[src/rtl/csrc16_pkg.sv]
// package: item kinds, result flags and the crc-16 xor network for the config stream receiver
package csrc16_pkg;

	typedef enum logic [2:0] {
		KIND_SET_HASH = 3'd0,
		KIND_START    = 3'd1,
		KIND_DATA     = 3'd2,
		KIND_ERROR    = 3'd3,
		KIND_REQUEST  = 3'd4
	} kind_t;

	// flags in m_tuser, accepted in the lowest bit
	typedef struct packed {
		logic stream_ok;
		logic payload_valid;
		logic accepted;
	} flags_t;

	localparam logic [15:0] CrcPoly   = 16'h1021;
	localparam logic [15:0] CrcPreset = 16'hFFFF;
	localparam logic [31:0] LenAll    = 32'hFFFF_FFFF;
	localparam logic [31:0] LenStep   = 32'd8;

	// each crc output bit as a mask over {crc, data}, built once at elaboration
	function automatic logic [15:0][79:0] crc_mask_gen();
		logic [15:0][79:0] m;
		logic [79:0] v;
		logic [15:0] r;
		logic fb;
		m = '0;
		for (int j = 0; j < 80; j++) begin
			v = '0;
			v[j] = 1'b1;
			r = v[79:64];
			// msb first over the whole frame is the same as byte by byte, first byte first
			for (int k = 63; k >= 0; k--) begin
				fb = r[15] ^ v[k];
				r = {r[14:0], 1'b0};
				if (fb) begin
					r = r ^ CrcPoly;
				end
			end
			for (int i = 0; i < 16; i++) begin
				m[i][j] = r[i];
			end
		end
		return m;
	endfunction

	localparam logic [15:0][79:0] CrcMask = crc_mask_gen();

	function automatic logic [15:0] crc_frame(input logic [15:0] acc, input logic [63:0] d);
		logic [79:0] v;
		logic [15:0] r;
		v = {acc, d};
		for (int i = 0; i < 16; i++) begin
			r[i] = ^(CrcMask[i] & v);
		end
		return r;
	endfunction

endpackage

[src/rtl/config_stream_receiver_crc16.sv]
// top level: framed config stream receiver with crc-16 check
// path: an input transfer reaches the master side through the input register, then
// the result register, which is fed by the decode and crc xor network
// throughput: one item per cycle while the master side does not stall; the stream state updates as each item moves on
// reset: arst_n clears the valid flags and the stream state at once (disarmed,
// expected length all ones, crc preset); no clearing pass is needed
module config_stream_receiver_crc16 (
	input  logic                     clk,
	input  logic                     arst_n,
	input  logic                     s_tvalid,
	output logic                     s_tready,
	input  logic [127:0]             s_tdata,  // hash[15:0], stream_length[47:16], expected_crc[63:48], frame_data[127:64]
	input  logic [2:0]               s_tuser,  // kind[2:0]
	output logic                     m_tvalid,
	input  logic                     m_tready,
	output logic [95:0]              m_tdata,  // payload[63:0], computed_crc[79:64], report_hash[95:80]
	output csrc16_pkg::flags_t       m_tuser,  // accepted[0], payload_valid[1], stream_ok[2]
	output logic                     m_tlast   // stream_done
);
	import csrc16_pkg::*;

	// input register
	logic        valid_s1;
	logic [2:0]  kind_s1;
	logic [15:0] hash_s1;
	logic [31:0] slen_s1;
	logic [15:0] ecrc_s1;
	logic [63:0] data_s1;

	// result register
	logic        valid_s2;
	flags_t      flags_s2;
	logic        done_s2;
	logic [63:0] payload_s2;
	logic [15:0] crc_s2;
	logic [15:0] rhash_s2;

	// stream state
	logic        armed_q;
	logic [15:0] hash_exp_q;
	logic [31:0] len_exp_q;
	logic [31:0] len_rcv_q;
	logic [15:0] crc_exp_q;
	logic [15:0] crc_run_q;

	logic        armed_d;
	logic [15:0] hash_exp_d;
	logic [31:0] len_exp_d;
	logic [31:0] len_rcv_d;
	logic [15:0] crc_exp_d;
	logic [15:0] crc_run_d;
	flags_t      flags_d;
	logic        done_d;
	logic [63:0] payload_d;
	logic [15:0] crc_out_d;
	logic [15:0] rhash_d;

	logic        advance;
	logic        hash_match;
	logic [15:0] crc_frame_d;
	logic [31:0] len_sum;

	assign advance  = !valid_s2 || m_tready;
	assign s_tready = !valid_s1 || advance;

	assign hash_match  = armed_q && (hash_s1 == hash_exp_q);
	assign crc_frame_d = crc_frame(crc_run_q, data_s1);
	assign len_sum     = (len_rcv_q > (LenAll - LenStep)) ? LenAll : (len_rcv_q + LenStep);

	always_comb begin
		armed_d    = armed_q;
		hash_exp_d = hash_exp_q;
		len_exp_d  = len_exp_q;
		len_rcv_d  = len_rcv_q;
		crc_exp_d  = crc_exp_q;
		crc_run_d  = crc_run_q;
		flags_d    = '0;
		done_d     = 1'b0;
		payload_d  = '0;
		crc_out_d  = crc_run_q;
		rhash_d    = (kind_s1 <= KIND_ERROR) ? hash_s1 : 16'd0;
		case (kind_s1)
			KIND_SET_HASH: begin
				hash_exp_d       = hash_s1;
				flags_d.accepted = 1'b1;
			end
			KIND_START: begin
				hash_exp_d       = hash_s1;
				len_exp_d        = slen_s1;
				len_rcv_d        = '0;
				crc_exp_d        = ecrc_s1;
				crc_run_d        = CrcPreset;
				armed_d          = 1'b1;
				flags_d.accepted = 1'b1;
				crc_out_d        = CrcPreset;
			end
			KIND_DATA: begin
				if (hash_match) begin
					flags_d.accepted      = 1'b1;
					flags_d.payload_valid = 1'b1;
					payload_d             = data_s1;
					crc_out_d             = crc_frame_d;
					if (len_sum >= len_exp_q) begin
						// stream complete: report the compared crc, then start over
						armed_d           = 1'b0;
						done_d            = 1'b1;
						flags_d.stream_ok = (crc_frame_d == crc_exp_q);
						len_rcv_d         = '0;
						crc_run_d         = CrcPreset;
					end else begin
						len_rcv_d = len_sum;
						crc_run_d = crc_frame_d;
					end
				end
			end
			KIND_ERROR: begin
				if (hash_match) begin
					armed_d          = 1'b0;
					len_exp_d        = '0;
					hash_exp_d       = '0;
					done_d           = 1'b1;
					flags_d.accepted = 1'b1;
				end
			end
			KIND_REQUEST: begin
				len_rcv_d        = '0;
				len_exp_d        = LenAll;
				crc_run_d        = CrcPreset;
				flags_d.accepted = 1'b1;
				crc_out_d        = CrcPreset;
			end
			default: begin
			end
		endcase
	end

	always_ff @(posedge clk or negedge arst_n) begin
		if (!arst_n) begin
			valid_s1 <= 1'b0;
		end else if (s_tready) begin
			valid_s1 <= s_tvalid;
		end
	end

	always_ff @(posedge clk) begin
		if (s_tvalid && s_tready) begin
			kind_s1 <= s_tuser;
			hash_s1 <= s_tdata[15:0];
			slen_s1 <= s_tdata[47:16];
			ecrc_s1 <= s_tdata[63:48];
			data_s1 <= s_tdata[127:64];
		end
	end

	always_ff @(posedge clk or negedge arst_n) begin
		if (!arst_n) begin
			valid_s2   <= 1'b0;
			armed_q    <= 1'b0;
			hash_exp_q <= '0;
			len_exp_q  <= LenAll;
			len_rcv_q  <= '0;
			crc_exp_q  <= '0;
			crc_run_q  <= CrcPreset;
		end else if (advance) begin
			valid_s2 <= valid_s1;
			if (valid_s1) begin
				armed_q    <= armed_d;
				hash_exp_q <= hash_exp_d;
				len_exp_q  <= len_exp_d;
				len_rcv_q  <= len_rcv_d;
				crc_exp_q  <= crc_exp_d;
				crc_run_q  <= crc_run_d;
			end
		end
	end

	always_ff @(posedge clk) begin
		if (advance && valid_s1) begin
			flags_s2   <= flags_d;
			done_s2    <= done_d;
			payload_s2 <= payload_d;
			crc_s2     <= crc_out_d;
			rhash_s2   <= rhash_d;
		end
	end

	assign m_tvalid = valid_s2;
	assign m_tuser  = flags_s2;
	assign m_tlast  = done_s2;
	assign m_tdata  = {rhash_s2, crc_s2, payload_s2};

endmodule

[config.mk]
export PLATFORM = sky130hd
export DESIGN_NAME = config_stream_receiver_crc16
export DESIGN_NICKNAME = d
export VERILOG_FILES = /design/src/rtl/csrc16_pkg.sv /design/src/rtl/config_stream_receiver_crc16.sv
export SDC_FILE = /design/constraint.sdc
export NUM_CORES = 1
export LEC_CHECK = 0
export BUFFER_PORTS_ARGS = -buffer_cell sky130_fd_sc_hd__buf_4
export CAP_MARGIN = 30
export CORE_AREA = 2 2 173 175
export CTS_CLUSTER_SIZE = 8
export DETAILED_ROUTE_END_ITERATION = 7
export DIE_AREA = 0 0 175 177
export GPL_TIMING_DRIVEN = 0
export PLACE_DENSITY = 0.89
export SYNTH_ARGS = -nofsm -noshare
export SYNTH_HDL_FRONTEND = slang
export SYNTH_SLANG_ARGS = --single-unit
[constraint.sdc]
create_clock -name clk -period 4.9 [get_ports clk]
set_clock_uncertainty 0.05 [all_clocks]
set_input_delay 0.49 -clock clk [delete_from_list [all_inputs] [get_ports clk]]
set_output_delay 0.49 -clock clk [all_outputs]
set_load 0.01 [all_outputs]
==> results of run 1 <==
[final timing paths]
| check | endpoint | slack [ns] | cells past startpoint |
|---|---|---|---|
| worst max-delay path | len_rcv_q[9] | 0.12 | 21 |
| worst min-delay path | hash_s1[15] | 0.06 | 1 |
| worst max register to register | len_rcv_q[9] | 0.12 | 21 |
| worst min register to register | len_exp_q[1] | 0.43 | 2 |
| max in group asynchronous | crc_run_q[1] | 3.51 | 3 |
| min in group asynchronous | m_tvalid | 0.51 | 2 |
[cells in the mapped netlist (all sizes together), types with 35 or more instances]
cell type / instances
a21o: 39
and2: 64
clkbuf: 43
dfrtp: 67
dfstp: 48
edfxtp: 231
inv: 42
nand2: 101
nand3: 35
o21ai: 122
xnor2: 237
xor2: 54
[repair_timing]
action,CTS,global route
hold endpoints to repair,22,0
hold buffers,1,0
resized for setup,17,15
pin swaps,3,2
endpoints found under the setup margin,51,50
setup buffers,3,8
[kinds of logic (layout without fill, tap and decap cells)]
logic type	count (synthesis)	after routing	share of synthesized area, %
buffers and inverters	96	430	2.23
multiplexers	16	16	1.08
XOR/XNOR	292	292	16.6
AND/OR/NAND/NOR	323	323	10.1
flip-flops	346	346	59.3
AO/OA/AOI/OAI	235	235	8.24
adder cells (fa/ha/maj)	33	33	2.48
[area by class of cell]
class / count / area (um^2) / share of cell area (%)
Sequential cell: 346 / 9880 / 47.8
Multi-Input combinational cell: 899 / 6520 / 31.6
Timing Repair Buffer: 252 / 1970 / 9.56
Clock buffer: 80 / 1360 / 6.60
Tap cell: 390 / 488 / 2.36
Buffer: 53 / 223 / 1.08
Inverter: 42 / 160 / 0.776
Clock inverter: 3 / 46.3 / 0.224
[stage by stage]
| step | TNS, ns | utilization, % | power, mW | hold slack (ns) |
|---|---|---|---|---|
| 2_1_floorplan | 0 | - | 8.69 | 0.144 |
| 6_report | 0 | 70.6 | 13.7 | 0.0572 |
| 4_1_cts | 0 | 70.2 | 13.5 | 0.0415 |
| 5_1_grt | -0.0365 | 70.6 | 14.2 | 0.0448 |
| 3_5_place_dp | -42.01 | 65.1 | 10.4 | 0.416 |
| 3_3_place_gp | -127.18 | 64.7 | 10.2 | 0.411 |
[layer usage]
layer / part of all wire, % / vias up
met5: 0 / -
met3: 8.7 / 109
met2: 47 / 587
met4: 3.1 / 0
met1: 41 / 5728
li1: - / 5271
[flip-flops by register name, summed over array words and instances, names as in the netlist]
| register | flops |
|---|---|
| len_rcv_q | 32 |
| m_tvalid | 1 |
| len_exp_q | 32 |
| hash_s1 | 16 |
| m_tlast | 1 |
| armed_q | 1 |
| crc_s2 | 16 |
| slen_s1 | 32 |
| payload_s2 | 64 |
| ecrc_s1 | 16 |
| rhash_s2 | 16 |
| crc_run_q | 16 |
| kind_s1 | 3 |
| crc_exp_q | 16 |
| data_s1 | 64 |
| valid_s1 | 1 |
| m_tuser | 3 |
| hash_exp_q | 16 |
[power groups by stage]
| stage | clock [mW] | combinational (mW) | sequential [mW] |
|---|---|---|---|
| 2_1_floorplan | 0 | 4.75 | 3.94 |
| 3_3_place_gp | 0 | 6.20 | 3.98 |
| 3_5_place_dp | 0 | 6.37 | 3.98 |
| 4_1_cts | 3.14 | 6.46 | 3.93 |
| 5_1_grt | 3.27 | 6.97 | 3.98 |
| 6_report | 3.12 | 6.59 | 3.94 |
==> run summary, run 1 <==
### Setup path
- worst setup path start: len_rcv_q[13]
- worst path cell trace: and4_2, nand4_1, nor2_2, nand4_1, nor2_4, nand2_4, buf_2, buf_2, nand3_1, ha_1, a21o_1, a21o_1, a21o_1, a21o_1, a21o_1, a21oi_1, nor2_1, or3_4, buf_2, a31oi_1, a21o_1
- Setup Crit Path Kind: reg2reg
- slowest cell on the critical path: sky130_fd_sc_hd__dfrtp_1
- kind of cell adding the most delay to the critical path: simple AND/OR/NAND/NOR gates
- FF-to-FF Start: len_rcv_q[13]
- critical path endpoint category: flip-flop
- Critical Path Max Stage Delay: 0.48 ns
- Worst Path Required: 5.34 ns
- largest fanout of any net on the critical path: 10
- sort of element at the start of the critical path: flip-flop
- data arrival time of the worst path: 5.22 ns
- Top cell by count, worst path: sky130_fd_sc_hd__a21o_1
- crit path buf inv count: 3

### Timing
- count of endpoints failing hold in the final timing report: 0
- Max-Slew Margin vs Limit: 36.5%
- maximum clock rate: 0.209 GHz
- final-report max-slew violation count: 0
- pin slew with the least headroom to its limit: 0.947 ns
- final worst setup slack: 0.120 ns
- crit path time final: 4.78 ns
- setup-violating endpoint count in the final report: 0
- period utilization: 97.6%

### Pwr
- fraction of power consumed by the clock network: 22.8%
- Pwr per Cell Area: 661 mW/mm^2
- leakage power of the design: 8.45 nW
- NetSw: 5.33 mW
- switching portion of total power: 39.1%
- Internal Dissipation: 8.32 mW
- sequential share of power: 28.9%
- worst vdd ir: 731 uV
- Gate power share: 48.3%

### Global route
- maximum number of pins on one net before global-route repair: 67
- Most Crowded Layer GR: met2
- total track usage: 27.9%
- number of antenna violations at the first check in global routing: 1
- GRT met1 Usage: 37.7%
- met3 track demand over resource in global routing: 6.44%
- global-route wire length before repair: 66.5 mm
- GR Layer Usage met2: 45.1%
- via count of the first global-routing pass: 12.0k
- GR Overflow Total: 0

### Clock network
- number of buffers created by CTS: 49
- sinks on the clock net: 346
- number of levels in the clock H-tree: 2
- CTS tree: built
- Skew-Pair Late Insertion Delay: 0.56 ns
- clock slew seen by the registers of the worst setup and hold paths: 0.05 ns
- library cell used as clock root buffer: sky130_fd_sc_hd__clkbuf_16
- maximum number of buffers from clock root to sink: 3

### Final layout
- most frequent cells in the layout: sky130_fd_sc_hd__buf_4 (247), sky130_fd_sc_hd__edfxtp_1 (231), sky130_fd_sc_hd__xnor2_1 (222), sky130_fd_sc_hd__o21ai_0 (116), sky130_fd_sc_hd__nand2_1 (100)
- layout overhead on the synthesized area: 23.9%
- ANT cells: 0
- number of standard cells in the final layout excluding fillers: 2065
- net count reported at finish: 1811
- layout cells sized above 1: 26.3%
- fill cell total of the finished layout: 1899
- most common library cell in the layout ignoring fill and taps: sky130_fd_sc_hd__buf_4
- post-route cell area: 0.0206 mm^2

### Yosys
- top-area cell type share of the netlist area: 41.6%
- cell taking the most area after synthesis: sky130_fd_sc_hd__edfxtp_1
- cells after synthesis: 1341
- synthesized cell area: 0.0167 mm^2
- synthesis-stage register bit count: 346
- most area-consuming cells after synthesis: sky130_fd_sc_hd__edfxtp_1 (42%), sky130_fd_sc_hd__xnor2_1 (12%), sky130_fd_sc_hd__dfrtp_1 (10%)
- fraction of the yosys area taken by sequential cells: 59.3%
- dominant synthesized flop cell: sky130_fd_sc_hd__edfxtp_1
- number of enable flip-flop cells after synthesis: 231
- fraction of registers with async set or reset after synthesis: 33.2%
- number of nets produced by synthesis: 1509
- number of distinct library cells after synthesis: 49
- synthesized area per cell: 12.4 um^2
- count of synthesis-stage warnings from yosys: 0

### Die
- Die Wd: 175 um
- Starting Density: 57.0%
- I/O pins: 237
- total die area: 0.0310 mm^2
- vertical die dimension: 177 um
- Core Area: 0.0292 mm^2
- number of placement rows: 63

### Place
- Post-Place Cell Area: 0.0190 mm^2
- setup slack at placement: -1.24 ns
- last weighted congestion value of the routability-driven placer: 0.952
- IO Port Bufs: 236
- HPWL after DPL: 30.7 mm
- instance count after placement with tap cells included: 1971

### Drt
- DR vias: 11.7k
- WL/cell: 21.0 um
- initial drt markers: 1186
- Detailed Routing Iterations Pass 1: 5
- post-route antenna net violation count: 0
- final routed DRC violation total: 0
- aggregate routed wire length: 43.3 mm
- routed vias/inst: 5.66

### Run status
- run status: complete, no violations

### Worst hold path
- Hold Crit Class: in2reg
- Hold Startpoint: s_tdata[15]

### Job
- number of maximum-capacitance constraint violations: 0

No activity file was read; power rests on OpenSTA's default activity.
==> run 2: changes to the inputs <==
--- a/config.mk
+++ b/config.mk
@@ -5,14 +5,16 @@
 export SDC_FILE = /design/constraint.sdc
 export NUM_CORES = 1
 export LEC_CHECK = 0
+export ABC_AREA = 1
 export BUFFER_PORTS_ARGS = -buffer_cell sky130_fd_sc_hd__buf_4
 export CAP_MARGIN = 30
-export CORE_AREA = 2 2 173 175
+export CORE_AREA = 2 2 196 198
 export CTS_CLUSTER_SIZE = 8
 export DETAILED_ROUTE_END_ITERATION = 7
-export DIE_AREA = 0 0 175 177
+export DIE_AREA = 0 0 198 200
 export GPL_TIMING_DRIVEN = 0
 export PLACE_DENSITY = 0.89
+export SETUP_SLACK_MARGIN = 0.5
 export SYNTH_ARGS = -nofsm -noshare
 export SYNTH_HDL_FRONTEND = slang
 export SYNTH_SLANG_ARGS = --single-unit
==> run 2 against run 1 <==
Net effect: global-route usage increased by 5.6 points; largest power group unchanged; register-to-register slack improved by 0.63 ns; synthesized cell count increased by 130%; sequential cell count unchanged; clock-buffer cell count increased by 7.
==> run summary, run 2 <==
### Timing
- unrepaired setup endpoints after global routing: false
- count of endpoints failing hold in the final timing report: 0
- pin slew with the least headroom to its limit: 0.752 ns
- final worst setup slack: 0.753 ns
- maximum clock rate: 0.241 GHz
- crit path time final: 4.15 ns
- Max-Slew Margin vs Limit: 49.9%
- final-report max-slew violation count: 0
- setup-violating endpoint count in the final report: 0
- period utilization: 84.6%

### Place
- last weighted congestion value of the routability-driven placer: 0.996
- setup slack at placement: 0.490 ns
- IO Port Bufs: 236
- HPWL after DPL: 48.3 mm

### Final layout
- largest registers ranked by flip-flop count: data_s1 x64, payload_s2 x64
- most common library cell in the layout ignoring fill and taps: sky130_fd_sc_hd__nand2_1
- sequential cell area in the final layout: 0.00987 mm^2
- most frequent cells in the layout: sky130_fd_sc_hd__nand2_1 (1339), sky130_fd_sc_hd__inv_1 (297), sky130_fd_sc_hd__nand3_1 (285), sky130_fd_sc_hd__buf_4 (254), sky130_fd_sc_hd__edfxtp_1 (231)
- end-of-flow core utilization: 69.8%
- ANT cells: 0
- net count reported at finish: 3495
- layout cells sized above 1: 16.6%
- layout overhead on the synthesized area: 17.9%
- Multi-input gate area: 0.0104 mm^2
- fill cell total of the finished layout: 2882

### Global route
- total track usage: 33.5%
- GR Overflow Total: 0
- global-route wire length before repair: 103 mm
- maximum number of pins on one net before global-route repair: 101
- number of antenna violations at the first check in global routing: 1
- via count of the first global-routing pass: 19.8k

### Worst hold path
- Hold Crit Class: in2reg

### Run status
- run status: complete, no violations

### Yosys
- synthesized area per cell: 7.30 um^2
- fraction of registers with async set or reset after synthesis: 33.2%
- count of synthesis-stage warnings from yosys: 0
- dominant synthesized flop cell: sky130_fd_sc_hd__edfxtp_1
- most area-consuming cells after synthesis: sky130_fd_sc_hd__edfxtp_1 (31%), sky130_fd_sc_hd__nand2_1 (23%), sky130_fd_sc_hd__dfrtp_1 (7.6%)
- most used standard cell by instance count after synthesis: sky130_fd_sc_hd__nand2_1
- number of distinct library cells after synthesis: 56
- top-area cell type share of the netlist area: 31.3%
- number of enable flip-flop cells after synthesis: 231
- cell taking the most area after synthesis: sky130_fd_sc_hd__edfxtp_1
- fraction of the yosys area taken by sequential cells: 44.6%
- synthesis-stage register bit count: 346
- number of nets produced by synthesis: 3203
- synthesized cell area: 0.0221 mm^2
- top post-synthesis cells by count: sky130_fd_sc_hd__nand2_1 (1339), sky130_fd_sc_hd__inv_1 (299), sky130_fd_sc_hd__nand3_1 (286)
- cells after synthesis: 3035

### Drt
- final routed DRC violation total: 0
- post-route antenna net violation count: 0
- DR vias: 21.3k
- Detailed Routing Iterations Pass 1: 8
- aggregate routed wire length: 66.0 mm
- initial drt markers: 1961
- WL/cell: 17.0 um
- routed vias/inst: 5.50

### Setup path
- critical path endpoint category: flip-flop
- sort of element at the start of the critical path: flip-flop
- largest fanout of any net on the critical path: 10
- Setup Crit Path Kind: reg2reg
- Worst Path Required: 5.37 ns
- data arrival time of the worst path: 4.62 ns

### Clock network
- CTS tree: built
- sinks on the clock net: 346
- Skew-Pair Late Insertion Delay: 0.60 ns
- number of levels in the clock H-tree: 2
- number of buffers created by CTS: 49
- maximum number of buffers from clock root to sink: 3
- clock slew seen by the registers of the worst setup and hold paths: 0.05 ns
- library cell used as clock root buffer: sky130_fd_sc_hd__clkbuf_16

### Pwr
- switching portion of total power: 43.6%
- sequential share of power: 30.1%
- NetSw: 6.02 mW
- Pwr per Cell Area: 529 mW/mm^2
- fraction of power consumed by the clock network: 22.8%
- leakage power of the design: 13.5 nW
- Internal Dissipation: 7.79 mW
- worst vdd ir: 303 uV
- Gate power share: 47.0%

### Die
- I/O pins: 237
- vertical die dimension: 200 um
- total die area: 0.0396 mm^2
- Starting Density: 59.2%
- number of placement rows: 71
- Core Area: 0.0374 mm^2
- Die Wd: 198 um

### Job
- number of maximum-capacitance constraint violations: 0

-- run 2: changes by cell type after synthesis, moves of 51 or more --
cell	delta
sky130_fd_sc_hd__nor2_1	+134
sky130_fd_sc_hd__nand2_1	+1238
sky130_fd_sc_hd__nand2_2	+57
sky130_fd_sc_hd__nand3_1	+251
sky130_fd_sc_hd__inv_1	+258
sky130_fd_sc_hd__and2_1	-64
sky130_fd_sc_hd__inv_2	+51
sky130_fd_sc_hd__xnor2_1	-195
-- run 2: worst paths after layout --
| path | cells after the start | slack, ns | endpoint | start |
|---|---|---|---|---|
| max | 23 | 0.75 | crc_run_q[13] | len_rcv_q[3] |
| min | 1 | 0.01 | slen_s1[24] | s_tdata[40] |
| max reg2reg | 23 | 0.75 | crc_run_q[13] | len_rcv_q[3] |
| min reg2reg | 1 | 0.45 | crc_exp_q[8] | ecrc_s1[8] |
| max in group asynchronous | 3 | 3.79 | len_exp_q[28] | arst_n |
| min in group asynchronous | 2 | 0.25 | crc_exp_q[5] | arst_n |
-- run 2: through the flow --
stage / hold WS (ns) / instances / total power [mW] / TNS [ns] / area, um^2
floorplan: 0.144 / 3035 / 8.62 / 0 / 22100
global route: 0.00636 / 3877 / 14.7 / 0 / 26100
finish: 0.0136 / 3877 / 13.8 / 0 / 26100
CTS: 0.00294 / 3876 / 13.7 / 0 / 26100
global placement: 0.411 / 3782 / 10.3 / -60.49 / 24600
detailed placement: 0.290 / 3785 / 10.4 / 0 / 24600
-- run 2: kinds of logic after synthesis --
| family | share of synthesized area [%] |
|---|---|
| AO/OA/AOI/OAI | 4.83 |
| XOR/XNOR | 3.62 |
| adder cells (fa/ha/maj) | 1.86 |
| buffers and inverters | 8.36 |
| flip-flops | 44.6 |
| multiplexers | 0.0508 |
| AND/OR/NAND/NOR | 36.7 |
-- run 2: power by group through the flow --
stage | logic [mW] | registers [mW] | clock network [mW]
floorplan | 4.44 | 4.17 | 0
global placement | 6.07 | 4.20 | 0
detailed placement | 6.25 | 4.18 | 0
CTS | 6.33 | 4.15 | 3.19
global route | 7.21 | 4.21 | 3.30
finish | 6.50 | 4.16 | 3.16
-- run 2: layout make-up --
type / instances / area share [%]
multi-input combinational: 2248 / 40.0
tap: 511 / 2.45
inverter: 361 / 5.29
buffer: 80 / 1.84
sequential: 346 / 37.8
clock buffer: 87 / 5.24
clock inverter: 3 / 0.192
timing repair buffer: 241 / 7.18
-- run 2: critical path, stage by stage, from the launching register on --
cell,delay (ns)
sky130_fd_sc_hd__dfrtp_1,0.40
sky130_fd_sc_hd__ha_1,0.19
sky130_fd_sc_hd__nand2_1,0.09
sky130_fd_sc_hd__nor2_2,0.15
sky130_fd_sc_hd__nand3_2,0.13
sky130_fd_sc_hd__nor2_4,0.14
sky130_fd_sc_hd__nand2_2,0.09
sky130_fd_sc_hd__inv_2,0.09
sky130_fd_sc_hd__nand4_2,0.13
sky130_fd_sc_hd__nor2_4,0.17
sky130_fd_sc_hd__nand3_4,0.13
sky130_fd_sc_hd__o21ai_0,0.19
sky130_fd_sc_hd__and3_1,0.21
sky130_fd_sc_hd__inv_1,0.06
sky130_fd_sc_hd__ha_1,0.29
sky130_fd_sc_hd__a21oi_1,0.16
sky130_fd_sc_hd__o21ai_0,0.11
sky130_fd_sc_hd__a21oi_1,0.20
sky130_fd_sc_hd__o21a_1,0.20
sky130_fd_sc_hd__nand3_4,0.16
sky130_fd_sc_hd__nand3b_1,0.25
sky130_fd_sc_hd__clkbuf_4,0.26
sky130_fd_sc_hd__o22ai_1,0.14
sky130_fd_sc_hd__inv_1,0.07
-- run 2: routing by layer --
layer  global-route usage [%]  up-vias  wire length, um
met4                     17.8        0             3660
li1                         -    10300                -
met3                     8.37      232             6750
met5                        0        -                0
met1                     41.0     9711            25300
met2                     55.1     1124            30200
-- run 2: what timing repair did --
| item | 4_1_cts | 5_1_grt |
|---|---|---|
| resized for setup | 1 | 4 |
| cloned | 0 | 0 |
| endpoints found under the setup margin | 10 | 13 |
| endpoints found under the hold margin | 15 | 0 |
| buffers inserted | 0 | 1 |
| hold buffers | 1 | 0 |
| pin swaps | 0 | 0 |
